===== src/trg_pkg.sv =====
package trg_pkg;

  // Default sizes of the group table
  localparam int MAX_GROUPS_DEF = 16;
  localparam int MAX_COLS_DEF   = 16;

  // Fixed field widths
  localparam int VAL_W   = 32;
  localparam int DIFF_W  = VAL_W + 1;
  localparam int SUM_W   = 40;
  localparam int TOL_W   = 32;
  localparam int FIELD_W = 5;
  localparam int CFG_W   = 32;
  localparam int CFG_IDX_W = 1;

  // Register indexes
  localparam logic [CFG_IDX_W-1:0] CFG_GROUP_LIMIT = 1'b0;
  localparam logic [CFG_IDX_W-1:0] CFG_MATCH_TOL   = 1'b1;

  // Register reset values
  localparam logic [FIELD_W-1:0] GROUP_LIMIT_RST = 5'd16;
  localparam logic [TOL_W-1:0]   MATCH_TOL_RST   = 32'd1;

  typedef enum logic [1:0] {
    ST_IDLE,
    ST_WALK,
    ST_SCAN,
    ST_RESULT
  } trg_state_t;

  typedef struct packed {
    logic signed [VAL_W-1:0] element_value;
    logic                    first_of_matrix;
    logic                    last_of_row;
  } in_item_t;

  typedef struct packed {
    logic [FIELD_W-1:0] group_number;
    logic               new_group;
    logic               overflow;
    logic               within_limit;
    logic [FIELD_W-1:0] distinct_count;
    logic               row_too_long;
  } out_item_t;

  typedef struct packed {
    logic             en;
    logic [SUM_W-1:0] value;
  } acc_wr_t;

  // Address width of a memory, at least one bit
  function automatic int addr_w(input int depth);
    return (depth > 1) ? $clog2(depth) : 1;
  endfunction

endpackage


===== src/trg_acc.sv =====
module trg_acc (
  input  logic                         clk,
  input  logic                         rst_n,
  input  logic                         take,
  input  logic [trg_pkg::VAL_W-1:0]    x,
  input  logic [trg_pkg::VAL_W-1:0]    ref_word,
  input  logic [trg_pkg::SUM_W-1:0]    sum_in,
  input  logic [trg_pkg::TOL_W-1:0]    tol,
  output trg_pkg::acc_wr_t             wr,
  output logic                         below
);
  import trg_pkg::*;

  logic [DIFF_W-1:0] diff_s;
  logic [DIFF_W-1:0] diff_abs;
  logic [DIFF_W-1:0] diff_r;
  logic [SUM_W-1:0]  sum_r;
  logic              v_r;
  logic [SUM_W:0]    total;

  // Exact absolute difference of two signed words
  assign diff_s   = {x[VAL_W-1], x} - {ref_word[VAL_W-1], ref_word};
  assign diff_abs = diff_s[DIFF_W-1] ? (~diff_s + DIFF_W'(1)) : diff_s;

  assign below = sum_in < SUM_W'(tol);

  always_ff @(posedge clk) begin
    if (!rst_n) begin
      v_r <= 1'b0;
    end else begin
      v_r <= take;
    end
  end

  always_ff @(posedge clk) begin
    diff_r <= diff_abs;
    sum_r  <= sum_in;
  end

  // Accumulate and saturate
  assign total    = {1'b0, sum_r} + (SUM_W + 1)'(diff_r);
  assign wr.en    = v_r;
  assign wr.value = total[SUM_W] ? {SUM_W{1'b1}} : total[SUM_W-1:0];
endmodule


===== config.mk =====
export PLATFORM = sky130hd
export DESIGN_NAME = trg_acc
export DESIGN_NICKNAME = d
export VERILOG_FILES = /design/src/trg_pkg.sv /design/src/trg_acc.sv
export SDC_FILE = /design/constraint.sdc
export NUM_CORES = 1
export LEC_CHECK = 0
export BUFFER_PORTS_ARGS = -buffer_cell sky130_fd_sc_hd__buf_2
export CORE_MARGIN = 2
export CORE_UTILIZATION = 48
export CTS_CLUSTER_DIAMETER = 50
export DETAILED_ROUTE_END_ITERATION = 6
export PLACE_DENSITY = 0.73
export SLEW_MARGIN = 15
export SYNTH_ARGS = -nofsm -noshare
export SYNTH_HDL_FRONTEND = slang
export SYNTH_SLANG_ARGS = --single-unit

===== constraint.sdc =====
create_clock -name clk -period 4 [get_ports clk]
set_input_delay 0.2 -clock clk [delete_from_list [all_inputs] [get_ports clk]]
set_output_delay 0.2 -clock clk [all_outputs]
set_load 0.05 [all_outputs]

==> metrics <==
min Tclk post-route 3.78 ns; Placement Rows 44; DR WL/cell 13.9 um; Finished Core Util 60.5%; vias per inst 5.44; Seq/Total Area, Yosys 21.1%; CP startpoint diff_r[7]; CP Capture Type output pin; most common cell after layout, fill and taps aside buf_2; TritonCTS clock tree built; post-detail-place hpwl 14300 um; area of the die 15600 um^2; Cell variety after synth 73; Hold Path Origin sum_in[10]; Die Wd 125 um; H-Tree Depth 3; share of cells above drive strength 1 21.0%; post-synth top area share 21.1%; worst min path class in2reg; worst-margin pin slew 0.607 ns; Yosys warnings 0; Setup crit start kind flip-flop; routed via count 6975; RSZ-0062 raised after global routing no; Syn Nets 1126; GRT overflow 0; commonest non-fill, non-tap cells in the layout buf_2 (179), ha_1 (97), nand2_1 (84); Seq cells post-synth 74; CTS root buf clkbuf_16; critical path peak fanout 27; Post-Syn Area per Cell 7.92 um^2; max-slew violation count 0; # fillers 1298; final wirelength 17800 um; Final Wtd Congestion 0.884; DP Worst Slack 0.242 ns; Initial Utilization 48.8%; core area 14400 um^2; Final Cycle Share 94.6%; Fin. Hold Viols 0; Post-Syn Instances 888; Final nets 1330; share of synthesized registers carrying an async set or reset 0%; First DRT Iteration DRCs 501; ys flop type dfxtp_1; Post-synth EDFFs 0; largest net degree at the start of global routing 28; cts bufs inserted 9; first-pass GRT wire length 29400 um; PD cells 553 nW/um^2; Final ANT Viol Nets 0; final setup margin 0.215 ns; Design Power 4.83 mW; Synth area leaders dfxtp_1 (21%), ha_1 (17%), xnor2_1 (5.9%); # IOs 181; Layout Cells excl Fill 1282; outcome finished, final reports clean; Clock Path Buffers 2; Post-Place Cells 1235; vias in the first global route 6336; Global Route Usage Sum 22.2%; Syn Std Cell Area 7030 um^2; kind of critical path reg2out; static leakage 4.39 nW; Crit path required time 3.80 ns; Slew HR 59.5%; antenna violations before repair 1; number of remaining DRC errors 0; first-pass iteration count of the detailed router 5; Max Clk Rate 264 MHz; Reg clk slew, reported paths 0.06 ns; total clock sinks 74; Fin Setup TNS 0 ns; Max Cap Viol 0; die height 125 um; area grow syn2layout 24.0%; input/output buffers 180; CP arrival 3.58 ns; Yosys top cell by area dfxtp_1; Setup-failing EPs final 0; Peak VDD IR 0.000321 V
worst max-delay path, cell delays in order (launching register included):
cell and delay, ns:
dfxtp_1 0.32, ha_1 0.34, a2111oi_1 0.62, a21boi_1 0.21, a21oi_1 0.31, o21ai_1 0.18
a31oi_2 0.30, nor3_4 0.08, o21ai_4 0.31, buf_12 0.21, o21ai_0 0.13, clkbuf_4 0.24
power breakdown:
group / switching, mW / leakage [nW] / internal, mW
clock: 0.313 / 0.133 / 0.440
sequential: 0.0673 / 0.624 / 0.874
combinational: 2.11 / 3.64 / 1.02
total: 2.49 / 4.39 / 2.34
cell type report:
class | count | area [um^2] | area share, %
tap | 184 | 230 | 2.64
inverter | 83 | 312 | 3.57
timing repair buffer | 213 | 1240 | 14.2
clock buffer | 11 | 243 | 2.78
sequential | 74 | 1480 | 17.0
clock inverter | 5 | 37.5 | 0.430
antenna | 1 | 2.50 | 0.0287
multi-input combinational | 711 | 5180 | 59.4
cells by family after synthesis:
kind of cell,count (synthesis),share of synthesized area (%)
xor+xnor,73,9.09
flops,74,21.1
buf+inv,103,5.87
mux,4,0.623
fa+ha+maj,99,17.8
compound gates,275,26.3
simple gates,260,19.2
registers in the layout, indices dropped and copies added, names as in the netlist:
name,cells
diff_r,33
sum_r,40
v_r,1
synthesized netlist by cell type, drive strengths merged (16+ instances only):
library cell and count:
nor2 33, inv 83, nor3 16, a31oi 19, nand2 84, xnor2 47
a21oi 73, xor2 26, nand4 23, o21ai 58, dfxtp 74, ha 97
a21o 47
path summary, 6_finish.rpt:
check | end | slack, ns | cells after the start
worst min-delay path | sum_r[10] | 0.006 | 1
worst max-delay path | wr[8] | 0.22 | 11
metal layers:
layer	wire length [um]	track usage (%)	part of all wire [%]	vias up
met4	537	9.28	3.0	0
li1	-	-	-	3617
met5	0	0	0	-
met3	759	1.67	4.3	41
met2	7940	35.8	45	209
met1	8570	30.9	48	3108
through the flow:
step	instance area (um^2)	hold slack, ns
floorplan	7030	0.228
global placement	8100	0.318
detailed placement	8100	0.317
CTS	8690	0.00386
global route	8720	0.00488
finish	8720	0.00558
repair_timing:
item	CTS	global route
setup endpoints to repair	27	40
resized for setup	2	7
hold buffers	30	0
pin swaps	0	1
buffers inserted	0	0
endpoints found under the hold margin	30	0
(Power assumes the default switching activity.)
