--- src/trg_pkg.sv ---
package trg_pkg;

  // Default sizes of the group table
  localparam int MAX_GROUPS_DEF = 16;
  localparam int MAX_COLS_DEF   = 16;

  // Fixed field widths
  localparam int VAL_W   = 32;
  localparam int DIFF_W  = VAL_W + 1;
  localparam int SUM_W   = 40;
  localparam int TOL_W   = 32;
  localparam int FIELD_W = 5;
  localparam int CFG_W   = 32;
  localparam int CFG_IDX_W = 1;

  // Register indexes
  localparam logic [CFG_IDX_W-1:0] CFG_GROUP_LIMIT = 1'b0;
  localparam logic [CFG_IDX_W-1:0] CFG_MATCH_TOL   = 1'b1;

  // Register reset values
  localparam logic [FIELD_W-1:0] GROUP_LIMIT_RST = 5'd16;
  localparam logic [TOL_W-1:0]   MATCH_TOL_RST   = 32'd1;

  typedef enum logic [1:0] {
    ST_IDLE,
    ST_WALK,
    ST_SCAN,
    ST_RESULT
  } trg_state_t;

  typedef struct packed {
    logic signed [VAL_W-1:0] element_value;
    logic                    first_of_matrix;
    logic                    last_of_row;
  } in_item_t;

  typedef struct packed {
    logic [FIELD_W-1:0] group_number;
    logic               new_group;
    logic               overflow;
    logic               within_limit;
    logic [FIELD_W-1:0] distinct_count;
    logic               row_too_long;
  } out_item_t;

  typedef struct packed {
    logic             en;
    logic [SUM_W-1:0] value;
  } acc_wr_t;

  // Address width of a memory, at least one bit
  function automatic int addr_w(input int depth);
    return (depth > 1) ? $clog2(depth) : 1;
  endfunction

endpackage

--- src/trg_ram.sv ---
module trg_ram #(
  parameter int WIDTH = 32,
  parameter int DEPTH = 16
) (
  input  logic                                 clk,
  input  logic                                 we,
  input  logic [trg_pkg::addr_w(DEPTH)-1:0]    waddr,
  input  logic [WIDTH-1:0]                     wdata,
  input  logic [trg_pkg::addr_w(DEPTH)-1:0]    raddr,
  output logic [WIDTH-1:0]                     rdata
);
  import trg_pkg::*;

  logic [WIDTH-1:0] mem [DEPTH];

  always_ff @(posedge clk) begin
    if (we) begin
      mem[waddr] <= wdata;
    end
    rdata <= mem[raddr];
  end
endmodule

--- config.mk ---
export PLATFORM = sky130hd
export DESIGN_NAME = trg_ram
export DESIGN_NICKNAME = d
export VERILOG_FILES = /design/src/trg_pkg.sv /design/src/trg_ram.sv
export SDC_FILE = /design/constraint.sdc
export NUM_CORES = 1
export LEC_CHECK = 0
export BUFFER_PORTS_ARGS = -buffer_cell sky130_fd_sc_hd__buf_4
export CAP_MARGIN = 30
export CELL_PAD_IN_SITES_DETAIL_PLACEMENT = 1
export CELL_PAD_IN_SITES_GLOBAL_PLACEMENT = 1
export CORE_MARGIN = 5
export CORE_UTILIZATION = 55
export CTS_BUF_LIST = sky130_fd_sc_hd__clkbuf_4 sky130_fd_sc_hd__clkbuf_8 sky130_fd_sc_hd__clkbuf_16
export DETAILED_ROUTE_END_ITERATION = 10
export PLACE_DENSITY_LB_ADDON = 0.1
export SYNTH_ARGS = -nofsm -noshare
export SYNTH_HDL_FRONTEND = slang
export SYNTH_SLANG_ARGS = --single-unit
--- constraint.sdc ---
create_clock -name clk -period 6.5 [get_ports clk]
set_clock_uncertainty 0.15 [all_clocks]
set_input_delay 1.95 -clock clk [delete_from_list [all_inputs] [get_ports clk]]
set_output_delay 1.95 -clock clk [all_outputs]
set_load 0.005 [all_outputs]
==> summary.txt, run 1 <==
Timing
  – Fin crit period: about 3800 ps
  – Final setup vio count: 0
  – Setup_tns: 0 ps
  – Max-slew headroom: 0.495
  – Minimum hold slack: around 520 ps
  – Hold Violations, Final: 0
  – Period utilization: 0.588
  – Pins Over Slew Limit: 0
  – Unrepaired setup endpoints after global routing: false
  – Max Freq: 262 MHz
  – Worst slew pin tran: 756 ps

Global routing
  – Initial antenna violation count: 0
  – GRT busiest layer: met2
  – Aggregate global-route resource usage: 0.235
  – First-pass GRT wire length: 67.6 mm
  – GR met3 Demand/Resource: 0.0416
  – Met2 Usage GRT: 0.384
  – Largest net degree at the start of global routing: 74
  – Grt met1 use: 0.345
  – Grt total ovfl: 0
  – Vias in the first global route: 10081

CTS
  – CTS clk-pin slew, worst paths: approximately 60 ps
  – CTS tree: done
  – CTS resizes: 0
  – H-tree depth: 2
  – Clock tree buffer depth: 3
  – Root Driver: clkbuf_16
  – Worst-Skew Late Latency: 580 ps
  – Clk sink count: around 540
  – TritonCTS buffer count: between 50 and 60
  – Hold_buf cts: 0
  – Setup bufs post-CTS: 0

Status
  – Status: completed

Run
  – Max-cap violation count: 0

Logic synthesis
  – Syn Std Cell Area: 19900 um2
  – YS warnings: 0
  – Average cell area after synthesis: roughly 24 um2
  – Synth Area in XOR/XNOR: 0
  – Post-synth net total: slightly below 900
  – Register area share after synthesis: 0.807
  – Yosys reg bits: 544
  – Simple-gate share of the synthesized area: 0.0127
  – Synth unique cells: 18
  – Post-Synthesis Cells: about 840
  – Mux cell area share after synthesis: 0.145
  – Adder-cell area share of the yosys netlist: 0
  – Complex-gate fraction of the synthesized area: 0.0242
  – Largest family of logic cells by synthesized area: multiplexers

Pwr
  – Power Density: 324 nW/um2
  – Worst VDD drop: 0.000239 V
  – Leakage: roughly 7.5 nW
  – Total Power: about 7.5 mW

Cells and area
  – Final core occ: 0.650
  – Area growth from synthesis to layout: 16.4%
  – Number of fill cells in the layout: between 2000 and 3000
  – N_diodes: 0
  – Fraction of layout cells with a size suffix above 1: 0.343
  – Nets: 1000

Route
  – Routed Antenna Nets: 0
  – Drt via density: 6.26
  – Avg WL per Cell: 31.0 um
  – DR iter-0 viols: between 900 and 1000
  – Pre-antenna DRT Iters: 5
  – Post-Route WL: between 40 and 50 mm
  – Vias: roughly 9000
  – DRC: 0

Place
  – Final weighted congestion in routability-driven placement: ~0.71
  – Number of port buffers: 73
  – DP HPWL: between 20 and 25 mm

Floorplanning
  – Num rows: 69
  – Initial Util: 0.558
  – Die Footprint: about 40000 um2
  – I/O pins: 74
  – Horiz. Die Dim: between 150 and 200 um
  – Core Footprint: between 30000 and 40000 um2
  – Height of the die: about 200 um

Worst setup path
  – WS Path Type: input port to flip-flop
  – Crit-path slowest cell: mux4_2
  – Worst-path cell chain: clkbuf_8 -> buf_16 -> buf_4 -> mux4_2 -> a22oi_1 -> nand2_1
  – Crit-path leading delay family: buffers and inverters
  – CP arrival: slightly above 4000 ps
  – Reg2Reg Setup Slack: 4980 ps
  – Crit start category: input port
  – Critical path required time: between 6000 and 7000 ps
  – WP buf/inv: 3
  – Critical path capture point type: flip-flop
  – Worst-path fanout max: 48
  – Crit path largest cell delay: about 580 ps

Worst hold path
  – Hold Path Class: flip-flop to flip-flop
-- registers in the layout, summed over array words and instances (netlist names) --
signal	cells
mem	512
rdata	32
-- cell usage after synthesis --
| cell | n | area share |
|---|---|---|
| nor2b_1 | 2 | 0.00063 |
| nor3_1 | 4 | 0.0010 |
| clkbuf_1 | 17 | 0.0032 |
| a22oi_1 | 64 | 0.024 |
| nor2_1 | 13 | 0.0025 |
| buf_4 | 11 | 0.0042 |
| or3b_2 | 1 | 0.00044 |
| buf_6 | 2 | 0.0011 |
| nand2b_1 | 2 | 0.00063 |
| nand2_1 | 33 | 0.0062 |
| nand3b_1 | 2 | 0.00076 |
| dfxtp_1 | 32 | 0.032 |
| and2_1 | 1 | 0.00032 |
| buf_2 | 4 | 0.0010 |
| nand3_1 | 1 | 0.00025 |
| buf_1 | 9 | 0.0017 |
| mux4_2 | 128 | 0.15 |
| edfxtp_1 | 512 | 0.77 |
-- worst min-delay path, stage by stage, from the launching register on --
cell      delay (ps)
edfxtp_1         310
mux4_2           220
a22oi_1           60
nand2_1           50
-- worst paths after layout --
path	from	to	depth (start not counted)
worst min-delay path	mem[14][1]	rdata[1]	3
worst max register to register	mem[2][31]	rdata[31]	3
worst max-delay path	raddr[0]	rdata[5]	6
worst min register to register	mem[14][1]	rdata[1]	3
-- through the flow --
stage                     setup WS (ps)  instance area [um2]  cells
after floorplan                    1220                19900    838
after global placement             2020                21100   1357
after detailed placement           1930                21200   1360
after CTS                          2540                23000   1461
after global routing               2490                23100   1464
final                              2680                23100   1464
-- kinds of logic after synthesis --
group | after synthesis
AOI/OAI and AO/OA | 64
DFF | 544
and+or+nand+nor | 59
buffers and inverters | 43
muxes | 128
-- layer usage --
layer  share of wire  up-vias
li1                -     3818
met3           0.064       45
met1            0.42     4977
met4           0.013        0
met5               0        -
met2            0.51      330
-- report_power, final --
part | internal, mW | switching, mW
combinational | 0.162 | 0.202
clock | 1.94 | 1.24
sequential | 3.92 | 0.0265
-- layout by cell type (no fill, tap or decap) --
| master | netlist | layout |
|---|---|---|
| or3b_2 | 1 | 1 |
| nor3_2 | 0 | 4 |
| clkbuf_16 | 0 | 57 |
| nor2b_4 | 0 | 2 |
| bufinv_16 | 0 | 7 |
| buf_6 | 2 | 1 |
| edfxtp_1 | 512 | 512 |
| buf_12 | 0 | 1 |
| nand3_1 | 1 | 1 |
| mux4_2 | 128 | 128 |
| clkbuf_8 | 0 | 3 |
| a22oi_1 | 64 | 64 |
| clkbuf_4 | 0 | 11 |
| nand3b_1 | 2 | 2 |
| buf_4 | 11 | 100 |
| buf_16 | 0 | 4 |
| nor2_4 | 0 | 13 |
| and2_1 | 1 | 1 |
| nand2_1 | 33 | 33 |
| dfxtp_1 | 32 | 32 |
| clkinv_1 | 0 | 12 |
| clkinv_2 | 0 | 10 |
| nand2b_1 | 2 | 2 |
| clkinvlp_4 | 0 | 2 |
-- area by class of cell --
class,instances,area (um2),area share
sequential,544,16000,0.693
tap,461,577,0.0250
multi-input combinational,251,3750,0.162
clock inverter,31,320,0.0139
timing repair buffer,107,906,0.0392
clock buffer,70,1540,0.0665
Power figures use the tool's default switching activity.
==> run 2, diff against run 1 <==
==> constraint.sdc (replaced) <==
create_clock -name clk -period 3.8 [get_ports clk]
set_clock_uncertainty 0.15 [all_clocks]
set_input_delay 1.14 -clock clk [delete_from_list [all_inputs] [get_ports clk]]
set_output_delay 1.14 -clock clk [all_outputs]
set_load 0.005 [all_outputs]
==> run 2 against run 1 <==
Worst hold slack got worse by 8.5 ps. Sequential share of layout area shrank 0.18 points. Via count fell by 0.21%. Global-route usage is 0.49 points lower. Critical path depth is 2 lower. Largest power group unchanged. Routed wire length decreased by 2.0%. Core utilization up 0.17 points. Design area is 0.26% higher. Critical endpoint is now mem[0][9]. Highest routed layer unchanged. Sequential power up 71%.
==> summary.txt, run 2 (synthesis results as in run 1) <==
Worst setup path
  – WS Path Type: input port to flip-flop
  – Crit start category: input port
  – Critical path required time: just under 4000 ps
  – Critical path capture point type: flip-flop
  – Worst-path fanout max: 32
  – CP arrival: ~2500 ps

Place
  – Dpl cells: about 1400
  – Number of port buffers: 73
  – DP HPWL: about 24 mm
  – Final weighted congestion in routability-driven placement: 0.690

Cells and area
  – Largest regs: mem (512), rdata (32)
  – Max FFs per register: around 510
  – Area growth from synthesis to layout: 16.7%
  – N_diodes: 0
  – Most frequent cells in the layout: edfxtp_1 (512), mux4_2 (128), buf_4 (86), a22oi_1 (64), clkbuf_16 (55)
  – Final cell count without fillers: between 1000 and 1500
  – Nets: about 1000
  – Reg with most FFs: mem
  – Fraction of layout cells with a size suffix above 1: 0.353
  – Number of fill cells in the layout: around 2800
  – Most common cell after layout, fill and taps aside: edfxtp_1

Global routing
  – First-pass GRT wire length: 66.7 mm
  – Initial antenna violation count: 0
  – Grt total ovfl: 0
  – Largest net degree at the start of global routing: 34
  – Aggregate global-route resource usage: 0.231
  – Vias in the first global route: 10175

Floorplanning
  – Core Footprint: ~36000 um2
  – Num rows: slightly below 70
  – Height of the die: 200 um
  – Horiz. Die Dim: between 150 and 200 um
  – Die Footprint: 40000 um2
  – I/O pins: 74
  – Initial Util: 0.558

Timing
  – Hold Violations, Final: 0
  – Period utilization: 0.651
  – Worst slew pin tran: ~920 ps
  – Max-slew headroom: 0.388
  – Minimum hold slack: a little over 500 ps
  – Setup_tns: 0 ps
  – Unrepaired setup endpoints after global routing: false
  – Pins Over Slew Limit: 0
  – Final setup vio count: 0
  – Fin crit period: between 2000 and 2500 ps
  – Max Freq: 404 MHz

Route
  – DR iter-0 viols: 856
  – Post-Route WL: 44.4 mm
  – Avg WL per Cell: just over 30 um
  – Drt via density: approximately 6.3
  – Pre-antenna DRT Iters: 6
  – DRC: 0
  – Routed Antenna Nets: 0
  – Vias: approximately 9200

CTS
  – Setup bufs post-CTS: 0
  – Hold_buf cts: 0
  – Root Driver: clkbuf_16
  – Clk sink count: 544
  – Clock tree buffer depth: 3
  – Worst-Skew Late Latency: 600 ps
  – CTS tree: done
  – CTS resizes: 0
  – TritonCTS buffer count: between 50 and 60
  – CTS clk-pin slew, worst paths: around 60 ps
  – H-tree depth: 2

Pwr
  – Leakage: ~7.5 nW
  – Power Density: between 500 and 600 nW/um2
  – Worst VDD drop: 0.000454 V

Worst hold path
  – Hold Path Class: flip-flop to flip-flop

Status
  – Status: completed

Run
  – Max-cap violation count: 0
run 2: report_power, final:
group | switching, mW | internal, mW
logic | 0.352 | 0.286
registers | 0.0483 | 6.71
clock network | 2.11 | 3.14
run 2: worst max-delay path: stages:
cell and delay [ps]:
buf_4 120, or3b_2 590, nor3_4 160, buf_4 510
run 2: cell type report:
class	instances	area [um2]	area share
clock inverter	10	82.6	0.00357
clock buffer	91	1720	0.0741
sequential	544	16000	0.691
timing repair buffer	104	1000	0.0432
multi-input combinational	251	3770	0.163
tap	461	577	0.0249
run 2: final timing paths:
path | from | endpoint | slack (ps) | cells past startpoint
setup reg to reg | mem[2][18] | rdata[18] | 2240 | 3
hold / removal | mem[15][26] | rdata[26] | 510 | 3
hold reg to reg | mem[15][26] | rdata[26] | 510 | 3
setup / recovery | waddr[2] | mem[0][9] | 1320 | 4
run 2: through the flow:
stage / instance area (um2) / utilization / worst slack [ps] / total power, mW
after floorplan: 19900 / - / 202 / 7.19
after global placement: 21400 / 0.601 / 769 / 7.48
after detailed placement: 21400 / 0.601 / 727 / 7.53
after CTS: 23200 / 0.651 / 1330 / 12.8
after global routing: 23200 / 0.651 / 1290 / 13.1
final: 23200 / 0.651 / 1320 / 12.6
run 2: metal layers:
metal  up-vias  wire, um  global-route usage
met4         0       829              0.0634
met5         -         0                   0
met3        61      2380              0.0351
met1      4962     18600               0.333
met2       313     22700               0.377
li1       3815         -                   -
